### src/bba_pkg.sv
// Shared types and codes for the buddy block allocator.
// Depends on nothing; bba_decode and the top level import it.
package bba_pkg;

	localparam int REQ_W   = 11;
	localparam int START_W = 10;
	localparam int STAT_W  = 2;

	// node codes held in the tree store
	localparam logic [1:0] NS_ABSENT = 2'd0;
	localparam logic [1:0] NS_FREE   = 2'd1;
	localparam logic [1:0] NS_SPLIT  = 2'd2;
	localparam logic [1:0] NS_USED   = 2'd3;

	// result status codes
	localparam logic [STAT_W-1:0] ST_OK       = 2'd0;
	localparam logic [STAT_W-1:0] ST_NOFIT    = 2'd1;
	localparam logic [STAT_W-1:0] ST_NOTFOUND = 2'd2;
	localparam logic [STAT_W-1:0] ST_BADSIZE  = 2'd3;

	localparam logic CMD_ALLOC = 1'b0;
	localparam logic CMD_FREE  = 1'b1;

	typedef struct packed {
		logic               cmd;
		logic [REQ_W-1:0]   req_size;
		logic [START_W-1:0] blk_start;
		logic [REQ_W-1:0]   blk_end;
	} bba_req_t;

	typedef struct packed {
		logic [STAT_W-1:0]  status;
		logic [START_W-1:0] granted_start;
	} bba_rsp_t;

	// position of the highest set bit of an 11-bit value
	function automatic logic [3:0] log2_11(input logic [REQ_W-1:0] v);
		logic [3:0] r;
		r = '0;
		for (int b = 0; b < REQ_W; b++) begin
			if (v[b]) r = 4'(b);
		end
		return r;
	endfunction

endpackage

### src/bba_decode.sv
// Request decode: size checks, tree level and node index of a request.
// Depends on bba_pkg for the request type and log2 helper.
module bba_decode #(
	parameter int TOTAL_SIZE = 1024,
	parameter int MIN_BLOCK  = 1,
	parameter int LW         = 4,
	parameter int IW         = 11
) (
	input  bba_pkg::bba_req_t req,
	output logic              ok,
	output logic [LW-1:0]     lvl,
	output logic [IW-1:0]     idx
);
	import bba_pkg::*;

	localparam int LOG_TOTAL = $clog2(TOTAL_SIZE);

	logic [REQ_W-1:0] sz;
	logic [REQ_W-1:0] blen;
	logic [3:0]       lg;
	logic             pow2;
	logic             range_ok;
	logic             free_ok;
	logic [31:0]      lvl32;
	logic [31:0]      idx32;

	assign blen = req.blk_end - {1'b0, req.blk_start};
	assign sz   = (req.cmd == CMD_ALLOC) ? req.req_size : blen;
	assign lg   = log2_11(sz);
	assign pow2 = (sz != '0) && ((sz & (sz - 1'b1)) == '0);
	assign range_ok = (32'(sz) >= 32'(MIN_BLOCK)) && (32'(sz) <= 32'(TOTAL_SIZE));

	// free also needs end above start, end in range and start aligned
	assign free_ok = (req.blk_end > {1'b0, req.blk_start})
		&& (32'(req.blk_end) <= 32'(TOTAL_SIZE))
		&& ((req.blk_start & sz[START_W-1:0] - 1'b1) == '0);

	assign ok    = pow2 && range_ok && ((req.cmd == CMD_ALLOC) || free_ok);
	assign lvl32 = 32'(LOG_TOTAL) - 32'(lg);
	assign lvl   = lvl32[LW-1:0];
	assign idx32 = ((32'd1 << lvl32) - 32'd1) + (32'(req.blk_start) >> lg);
	assign idx   = idx32[IW-1:0];
endmodule

### config.mk
export PLATFORM = sky130hd
export DESIGN_NAME = bba_decode
export DESIGN_NICKNAME = d
export VERILOG_FILES = /design/src/bba_pkg.sv /design/src/bba_decode.sv
export SDC_FILE = /design/constraint.sdc
export NUM_CORES = 1
export LEC_CHECK = 0
export ABC_AREA = 1
export BUFFER_PORTS_ARGS = -buffer_cell sky130_fd_sc_hd__buf_4
export CORE_MARGIN = 4
export CORE_UTILIZATION = 51
export DETAILED_ROUTE_END_ITERATION = 10
export PLACE_DENSITY = 0.85
export SYNTH_ARGS = -nofsm -noshare
export SYNTH_HDL_FRONTEND = slang
export SYNTH_SLANG_ARGS = --single-unit
### constraint.sdc
create_clock -name vclk -period 10.13
set_input_delay 1.013 -clock vclk [all_inputs]
set_output_delay 1.013 -clock vclk [all_outputs]
set_load 0.005 [all_outputs]
==> run metrics <==
run status complete, no violations; count of unique library cells instantiated by Yosys 39; Cell Rows 24; setup repair after global routing missed its margin no; top-level I/O count 49; power density over cell area 126 mW/mm²; leakage dissipation 1.66 nW; CTS resizes 0; average wire length per cell after detail routing 12.4 µm; max-cap viol count 0; Final Hold Viols 0; clock period minus worst slack 6.94 ns; Core ar. 0.00450 mm²; clock buffer count in the final layout 0; number of sequential cells in the layout 0; PnR worst setup slack 3.19 ns; Remaining DRCs 0; worst slew margin relative to its limit 0.762; P&R area growth vs syn 16.3%; count of nets after finishing between 500 and 600; dpl ws 3.27 ns; Setup-failing EPs final 0; count of antenna-violating nets left after detailed routing 0; synthesized instance count 428; cell area after synthesis 0.00244 mm²; count of yosys warnings during synthesis 0; type of the most critical hold path primary input to output pin; die area 0.00595 mm²; data required time of the critical path ~9.1 ns; Max Fanout on Critical Path 13; kind of critical path primary input to output pin; Detailed Route WL 6530 µm; horizontal die dimension around 77 µm; maximum frequency from static timing analysis 0.144 GHz; Startpoint Class primary input; number of antenna violations at the first check in global routing 0; vias after detailed routing 2836; # hold bufs at CTS 0; fraction of layout instances using a drive strength above 1 0.201; pin count of the biggest net entering global routing 20; TritonRoute pass-1 iters 5; Total Routing Usage GR 0.218; Worst setup EP type output pin; chip height 77.2 µm; worst endpoint data arrival time 5.92 ns; starting utilization of the core area 0.542; Max Transition Viols Final 0; Total Neg Setup Slack 0 ns; Critical-path top delay cell sky130_fd_sc_hd__fa_1; number of DRC markers after the initial detailed-route iteration 330; global-route wire length before repair roughly 11000 µm; Storage cell area 0 µm²; total congestion overflow after global routing 0; Mapped Avg Cell Area around 5.7 µm²; sequential element share of the synthesized area 0; CP max stage delay 0.41 ns; DP Wirelength 5790 µm; setup repair bufs after CTS 0; post-detailed-route via-to-cell ratio ~5.4; worst vdd ir 0.0000864 V; IO buf count 49; post-synth net total 502; number of antenna cells inserted 0; period utilisation layout 0.685; number of global-route vias before repair about 2600; Worst-Margin Slew 0.353 ns; routability cong. 0.910
## layout make-up
class,instances,area (µm²)
well taps,52,65.1
multi-input cells,332,2060
fillers,425,1670
repair buffers,49,368
inverters,92,348
## cell usage in the layout, fill, tap and decap left out, drive strengths merged
master and count:
nand2 135, inv 90, nand3 59, buf 49
ha 39, nor2 31, a21oi 16, o21ai 11
nand4 9, xor2 6, nor4 4, xnor2 4
nor3 3, o22ai 3, clkinv 2, or2 2
o211ai 2, o2111ai 2, fa 2, nand3b 1
o21a 1, a31oi 1, nor3b 1
## layer usage
| metal | vias to the layer above | wire length, µm | GRT usage |
|---|---|---|---|
| met3 | 8 | 493 | 0.0176 |
| met2 | 109 | 2780 | 0.358 |
| met5 | - | 0 | 0 |
| li1 | 1469 | - | - |
| met4 | 0 | 56 | 0.0214 |
| met1 | 1250 | 3200 | 0.318 |
## critical path, delay by kind of cell
kind,cells,cell delay [ns]
adder cells (fa/ha/maj),6,1.83
buffers and inverters,7,0.59
AND/OR/NAND/NOR,12,1.27
XOR/XNOR,2,0.38
AO/OA/AOI/OAI,5,0.83
## report_power, final
group          internal (mW)  total, mW  switching, mW
registers                  0          0              0
clock network              0          0              0
logic                  0.163      0.357          0.195
total                  0.163      0.357          0.195
## through the flow
stage	std cells	instance area [µm²]	util	power, mW	hold slack, ns
after floorplan	428	2440	-	0.231	2.28
after global placement	525	2840	0.630	0.349	2.55
after detailed placement	525	2840	0.630	0.356	2.56
after CTS	525	2840	0.630	0.358	2.57
after global routing	525	2840	0.630	0.404	2.60
final	525	2840	0.630	0.357	2.57
## kinds of logic (layout without fill, tap and decap cells)
logic type	count (synthesis)	in the layout	share of synthesized area
simple gates	245	245	0.492
buf+inv	96	141	0.157
fa+ha+maj	41	41	0.216
compound gates	36	36	0.0882
xor+xnor	10	10	0.0467
## worst paths after layout
path  startpoint  depth (start not counted)     end
min      req[29]                          5  lvl[3]
max       req[0]                         32  idx[9]
## synth_stat cells, drive strengths merged (3+ instances only)
library cell,instances,area share
nor2,31,0.069
xor2,6,0.029
a21oi,16,0.034
ha,39,0.20
nand2,135,0.23
xnor2,4,0.017
nor3,3,0.0062
nand4,9,0.023
o22ai,3,0.0077
nand3,59,0.14
o21ai,11,0.027
nor4,4,0.010
inv,90,0.14
buf,4,0.014
Note: power is estimated with default switching activity, not from simulation.
